### src/design/ist_pkg.sv
// ist_pkg: shared codes, widths and control structs of the interval set table
// used by ist_ctrl, ist_dp and interval_set_table
// no dependencies
package ist_pkg;

    localparam logic [1:0] OP_MARK  = 2'd0;
    localparam logic [1:0] OP_CLEAR = 2'd1;
    localparam logic [1:0] OP_QUERY = 2'd2;
    localparam logic [1:0] OP_NONE  = 2'd3;

    localparam logic [1:0] ST_DONE    = 2'd0;
    localparam logic [1:0] ST_IGNORED = 2'd1;
    localparam logic [1:0] ST_FULL    = 2'd2;

    localparam int OP_W      = 2;
    localparam int FIELD_T_W = 32;
    localparam int STATUS_W  = 2;
    localparam int FRAC_W    = 17;
    localparam int COUNT_W   = 7;
    localparam int FRAC_BITS = 16;
    localparam int DIV_CNT_W = 4;
    localparam int S_TDATA_W = 72;
    localparam int M_TDATA_W = 32;

    localparam logic [FRAC_W-1:0] FRAC_ONE = 17'h10000;

    typedef struct packed {
        logic load;
        logic rd;
        logic proc;
        logic wpend;
        logic fin;
        logic div;
        logic out;
    } ist_cmd_t;

    typedef struct packed {
        logic req_ok;
        logic is_query;
        logic more;
        logic pend_req;
        logic div_last;
        logic out_free;
    } ist_stat_t;

endpackage

### src/design/ist_ctrl.sv
// ist_ctrl: sequencer of the interval set table
// walks the stored entries, the division steps and the result handoff
// depends on ist_pkg
module ist_ctrl (
    input  logic              aclk,
    input  logic              aresetn,
    input  logic              s_tvalid,
    output logic              s_tready,
    input  ist_pkg::ist_stat_t stat,
    output ist_pkg::ist_cmd_t  cmd
);
    import ist_pkg::*;

    localparam logic [2:0] S_IDLE = 3'd0;
    localparam logic [2:0] S_RD   = 3'd1;
    localparam logic [2:0] S_PROC = 3'd2;
    localparam logic [2:0] S_PEND = 3'd3;
    localparam logic [2:0] S_FIN  = 3'd4;
    localparam logic [2:0] S_DIV  = 3'd5;
    localparam logic [2:0] S_OUT  = 3'd6;

    logic [2:0] state_reg, state_next;

    assign s_tready = (state_reg == S_IDLE);

    always_comb begin
        cmd        = '0;
        state_next = state_reg;
        unique case (state_reg)
            S_IDLE: begin
                if (s_tvalid) begin
                    cmd.load   = 1'b1;
                    state_next = S_RD;
                end
            end
            S_RD: begin
                if (!stat.req_ok) begin
                    state_next = S_OUT;
                end else if (stat.more) begin
                    cmd.rd     = 1'b1;
                    state_next = S_PROC;
                end else begin
                    state_next = S_FIN;
                end
            end
            S_PROC: begin
                cmd.proc   = 1'b1;
                state_next = stat.pend_req ? S_PEND : S_RD;
            end
            S_PEND: begin
                cmd.wpend  = 1'b1;
                state_next = S_RD;
            end
            S_FIN: begin
                cmd.fin    = 1'b1;
                state_next = stat.is_query ? S_DIV : S_OUT;
            end
            S_DIV: begin
                cmd.div = 1'b1;
                if (stat.div_last) begin
                    state_next = S_OUT;
                end
            end
            S_OUT: begin
                if (stat.out_free) begin
                    cmd.out    = 1'b1;
                    state_next = S_IDLE;
                end
            end
            default: state_next = S_IDLE;
        endcase
    end

    always_ff @(posedge aclk) begin
        if (!aresetn) begin
            state_reg <= S_IDLE;
        end else begin
            state_reg <= state_next;
        end
    end

    a_cmd_onehot: assert property (@(posedge aclk) disable iff (!aresetn)
        $onehot0(cmd))
        else $error("more than one datapath command");

endmodule

### config.mk
export PLATFORM = sky130hd
export DESIGN_NAME = ist_ctrl
export DESIGN_NICKNAME = d
export VERILOG_FILES = /design/src/design/ist_pkg.sv /design/src/design/ist_ctrl.sv
export SDC_FILE = /design/constraint.sdc
export NUM_CORES = 1
export LEC_CHECK = 0
export ABC_AREA = 0
export BUFFER_PORTS_ARGS = -buffer_cell sky130_fd_sc_hd__buf_2
export CAP_MARGIN = 20
export CORE_AREA = 5 5 42 44
export CTS_CLUSTER_DIAMETER = 120
export DETAILED_ROUTE_END_ITERATION = 7
export DIE_AREA = 0 0 47 49
export PLACE_DENSITY_LB_ADDON = 0.1
export SYNTH_ARGS = -nofsm -noshare
export SYNTH_HDL_FRONTEND = slang
export SYNTH_SLANG_ARGS = --single-unit
### constraint.sdc
create_clock -name aclk -period 1.14 [get_ports aclk]
set_clock_uncertainty 0.15 [all_clocks]
set_input_delay 0.057 -clock aclk [delete_from_list [all_inputs] [get_ports aclk]]
set_output_delay 0.057 -clock aclk [all_outputs]
set_load 0.1 [all_outputs]
# After elaboration in Yosys (flattened, before gate mapping)
# Cells that the tools add are included.
# totals
reg_bits	3
elab_cells	31
input_bits	9
# op_classes
eq_ne	9
n_mux	19
reduce_logical	2
# op_table
operator	n
one-hot mux 3 bit (7 select lines)	1
2-to-1 mux 3 bit	5
2-to-1 mux 1 bit	11
== test 3 bit, second input constant	3
== test 3 x 2 -> 1 bit, second input constant	2
!= test 2 bit, second input constant	3
2-to-1 mux 2 bit	2
== test 3 x 1 -> 1 bit, second input constant	1
logical NOT 3 bit	1
AND reduction 3 bit	1

# Logic depth before layout (Yosys ltp)
# depth
depth_word	3
ltp_mapped	4
depth_no_buf	3

# Worst setup path after synthesis
# No wires, ideal clock.
# synth_timing
kind	reg2out
start	register state_reg[1]
end	output cmd[6] (netlist name)
path_slack_ns	-2.585
t_arrival_ns	3.518
stages_incl_launch_ff	4
n_path_buf	1
cell_sequence	dfxtp_1 buf_2 nor3_1 and2_1
# synth_lines
element	line	source
start, declared	ist_ctrl.sv:22	logic [2:0] state_reg, state_next;
start signal, assigned	ist_ctrl.sv:78	state_reg <= state_next;
end, declared	ist_ctrl.sv:10	output ist_pkg::ist_cmd_t cmd

==> run_results.csv <==
group,metric,value,unit
floorplanning,fp.dieH,49,µm
routing,via_per_inst,4.860,
placed_design,dp_hpwl,832.4,µm
power,clock_power_share,13.9,%
finish,areaGrowthSynthToFinish,166.2,%
synthesis,ys_seq_area_share,20.25,%
synthesis,synth_common_cells,"3 x dfxtp_1, 3 x inv_1, 3 x nor2b_1",
global_routing,grtUsageTotal,12.45,%
synthesis,ys_ff_latch,3,
finish,layout.cells.non_filler,86,
sta,setup-violations-final,11,
sta,tightest_slew,0.4204,ns
synthesis,syn_area,296.5,µm²
global_routing,use_met1,12.91,%
clock_tree,clkLatencyLatePin,0.24,ns
global_routing,grt_pass1_wl,2.001,mm
run_status,outcome,"finished with violations",
setup_path,cp.arrival,1.25,ns
synthesis,synthCells,37,
placed_design,place_area,618.1,µm²
sta,drv_slew,0,
global_routing,grt_max_degree,13,
sta,final.min_clock_period,1.455,ns
synthesis,ys_types,25,
global_routing,grt_pass1_vias,450,
routing,totalWireLength,1.228,mm
synthesis,async_reset_ff_share,0,%
synthesis,synth_largest_area_cell,"dfxtp_1",
synthesis,syn-num-nets,46,
setup_path,r2r_slack,-0.27,ns
finish,largest_reg_flops,3,
clock_tree,clk_pin_slew,0.04,ns
floorplanning,fp.dieArea,2303,µm²
routing,wl_per_cell,14.28,µm
global_routing,grtUsageMet2,19.91,%
floorplanning,start_util,21.16,%
placed_design,dp_cells,75,
routing,drtIter0Drc,5,
power,switching_share,47.42,%
synthesis,synth_ff_type,"dfxtp_1",
sta,fin_tns_setup,-2.396,ns
setup_path,worst_ep_required_time,0.93,ns
sta,rsz0062_at_grt,"true",
routing,num_vias,418,
global_routing,antenna_found_initial,0,
clock_tree,htree_levels,1,
finish,final_design_area_no_fill,789.5,µm²
power,power_density,1825,nW/µm²
sta,fmax,687.4,MHz
power,power.switching,0.0006834,W
clock_tree,numCtsBuffers,3,
sta,whs,0.04757,ns
worst_hold_path,min_path_type,"in2reg",
power,comb_power_share,74.2,%
global_routing,grt-busiest-layer,"met2",
run,drv_cap,0,
placed_design,gp_congestion,0.7862,
global_routing,use_met3,3.321,%
setup_path,start_kind,"flop",
power,seq_power_share,11.9,%
setup_path,cp_max_fo,5,
synthesis,ys_warn_count,0,
setup_path,crit_path_end_kind,"output pin",
routing,postRouteAntennaNets,0,
sta,fin_crit_sh,127.6,%
synthesis,synth_area_leaders,"dfxtp_1 20%, nor2b_1 6.3%, a211oi_1 5.1%",
sta,relSlewSlack,71.91,%
finish,nNetsFinal,80,
synthesis,synth_top_area_share,20.25,%
global_routing,grt_overflow,0,
floorplanning,io-pin-count,17,
sta,fin_ws,-0.3148,ns
run_status,violations,"setup timing",
synthesis,syn_area_per_cell,8.014,µm²
power,p_int,0.0007576,W
power,ir_drop,751.5,µV
power,power_leakage,0.3473,nW
clock_tree,root_buffer,"clkbuf_4",
routing,dr.pass1.iters,2,
floorplanning,coreArea,1401,µm²
clock_tree,cts_max_path_buffers,2,
floorplanning,die_w,47,µm
routing,drc,0,
clock_tree,clock_sinks,3,
placed_design,io_buffers,16,
synthesis,synth_edf_count,0,
finish,num_antenna_cells,0,
sta,finalHoldViolCount,0,
finish,drive_above_1_share,77.14,%
setup_path,path_class,"reg2out",
floorplanning,row_count,14,
clock_tree,cts_tree,"built",
worst paths after layout:
check	end	startpoint	depth (start not counted)
max	cmd[2]	state_reg[0]	4
min	state_reg[0]	stat[1]	4
max reg2reg	state_reg[1]	state_reg[0]	4
min reg2reg	state_reg[2]	state_reg[1]	2
metal layers:
layer / vias up / part of all wire, %
li1: 198 / -
met1: 201 / 36
met2: 15 / 55
met3: 4 / 6.6
met4: 0 / 2.9
met5: - / 0
placed cells by master (no fill, tap or decap), drive strengths merged, types with 2 or more instances in the layout:
master and n:
buf 30, nor2b 4, clkbuf 4, inv 3
dfxtp 3, and2 2, a211oi 2, dlygate4sd3 2
and2b 2, nor3b 2, o21bai 2
per-stage QoR:
| step | setup WS, ns | power (W) | utilization (%) |
|---|---|---|---|
| 2_1_floorplan | -0.7995 | 0.0007511 | - |
| 3_3_place_gp | -0.1640 | 0.001048 | 44.11 |
| 3_5_place_dp | -0.2392 | 0.001059 | 44.11 |
| 4_1_cts | -0.3217 | 0.001398 | 54.37 |
| 5_1_grt | -0.3473 | 0.001498 | 56.34 |
| 6_report | -0.3148 | 0.001441 | 56.34 |
area by class of cell:
class                      count  area (µm²)
sequential                     3       68.82
tap                           16       20.02
timing repair buffer          32       351.6
clock buffer                   4       26.28
fill                         138       611.8
multi-input combinational     28       311.5
inverter                       3       11.26
power groups by stage:
stage               Sequential (W)  Clock [W]  Combinational (W)
floorplan                 0.000154          0           0.000597
global placement          0.000156          0           0.000892
detailed placement        0.000160          0           0.000899
CTS                       0.000166   0.000210            0.00102
global route              0.000174   0.000214            0.00111
finish                    0.000172   0.000200            0.00107
critical path, stage by stage (launching register included):
cell	delay, ns
dfxtp_2	0.33
buf_6	0.13
buf_6	0.11
nor3b_4	0.22
buf_12	0.20
kinds of logic (layout without fill, tap and decap cells):
group / count (synthesis) / in the layout / share of synthesized area, %
AND/OR/NAND/NOR: 19 / 19 / 43.88
AO/OA/AOI/OAI: 9 / 9 / 24.89
buffers and inverters: 6 / 39 / 10.97
flip-flops: 3 / 3 / 20.25
repair_timing:
action	4_1_cts	5_1_grt
resized for setup	18	3
pin swaps	5	1
buffers inserted	4	1
endpoints found under the setup margin	11	11
endpoints found under the hold margin	3	0
hold buffers	2	0
No activity file was read; power rests on OpenSTA's default activity.
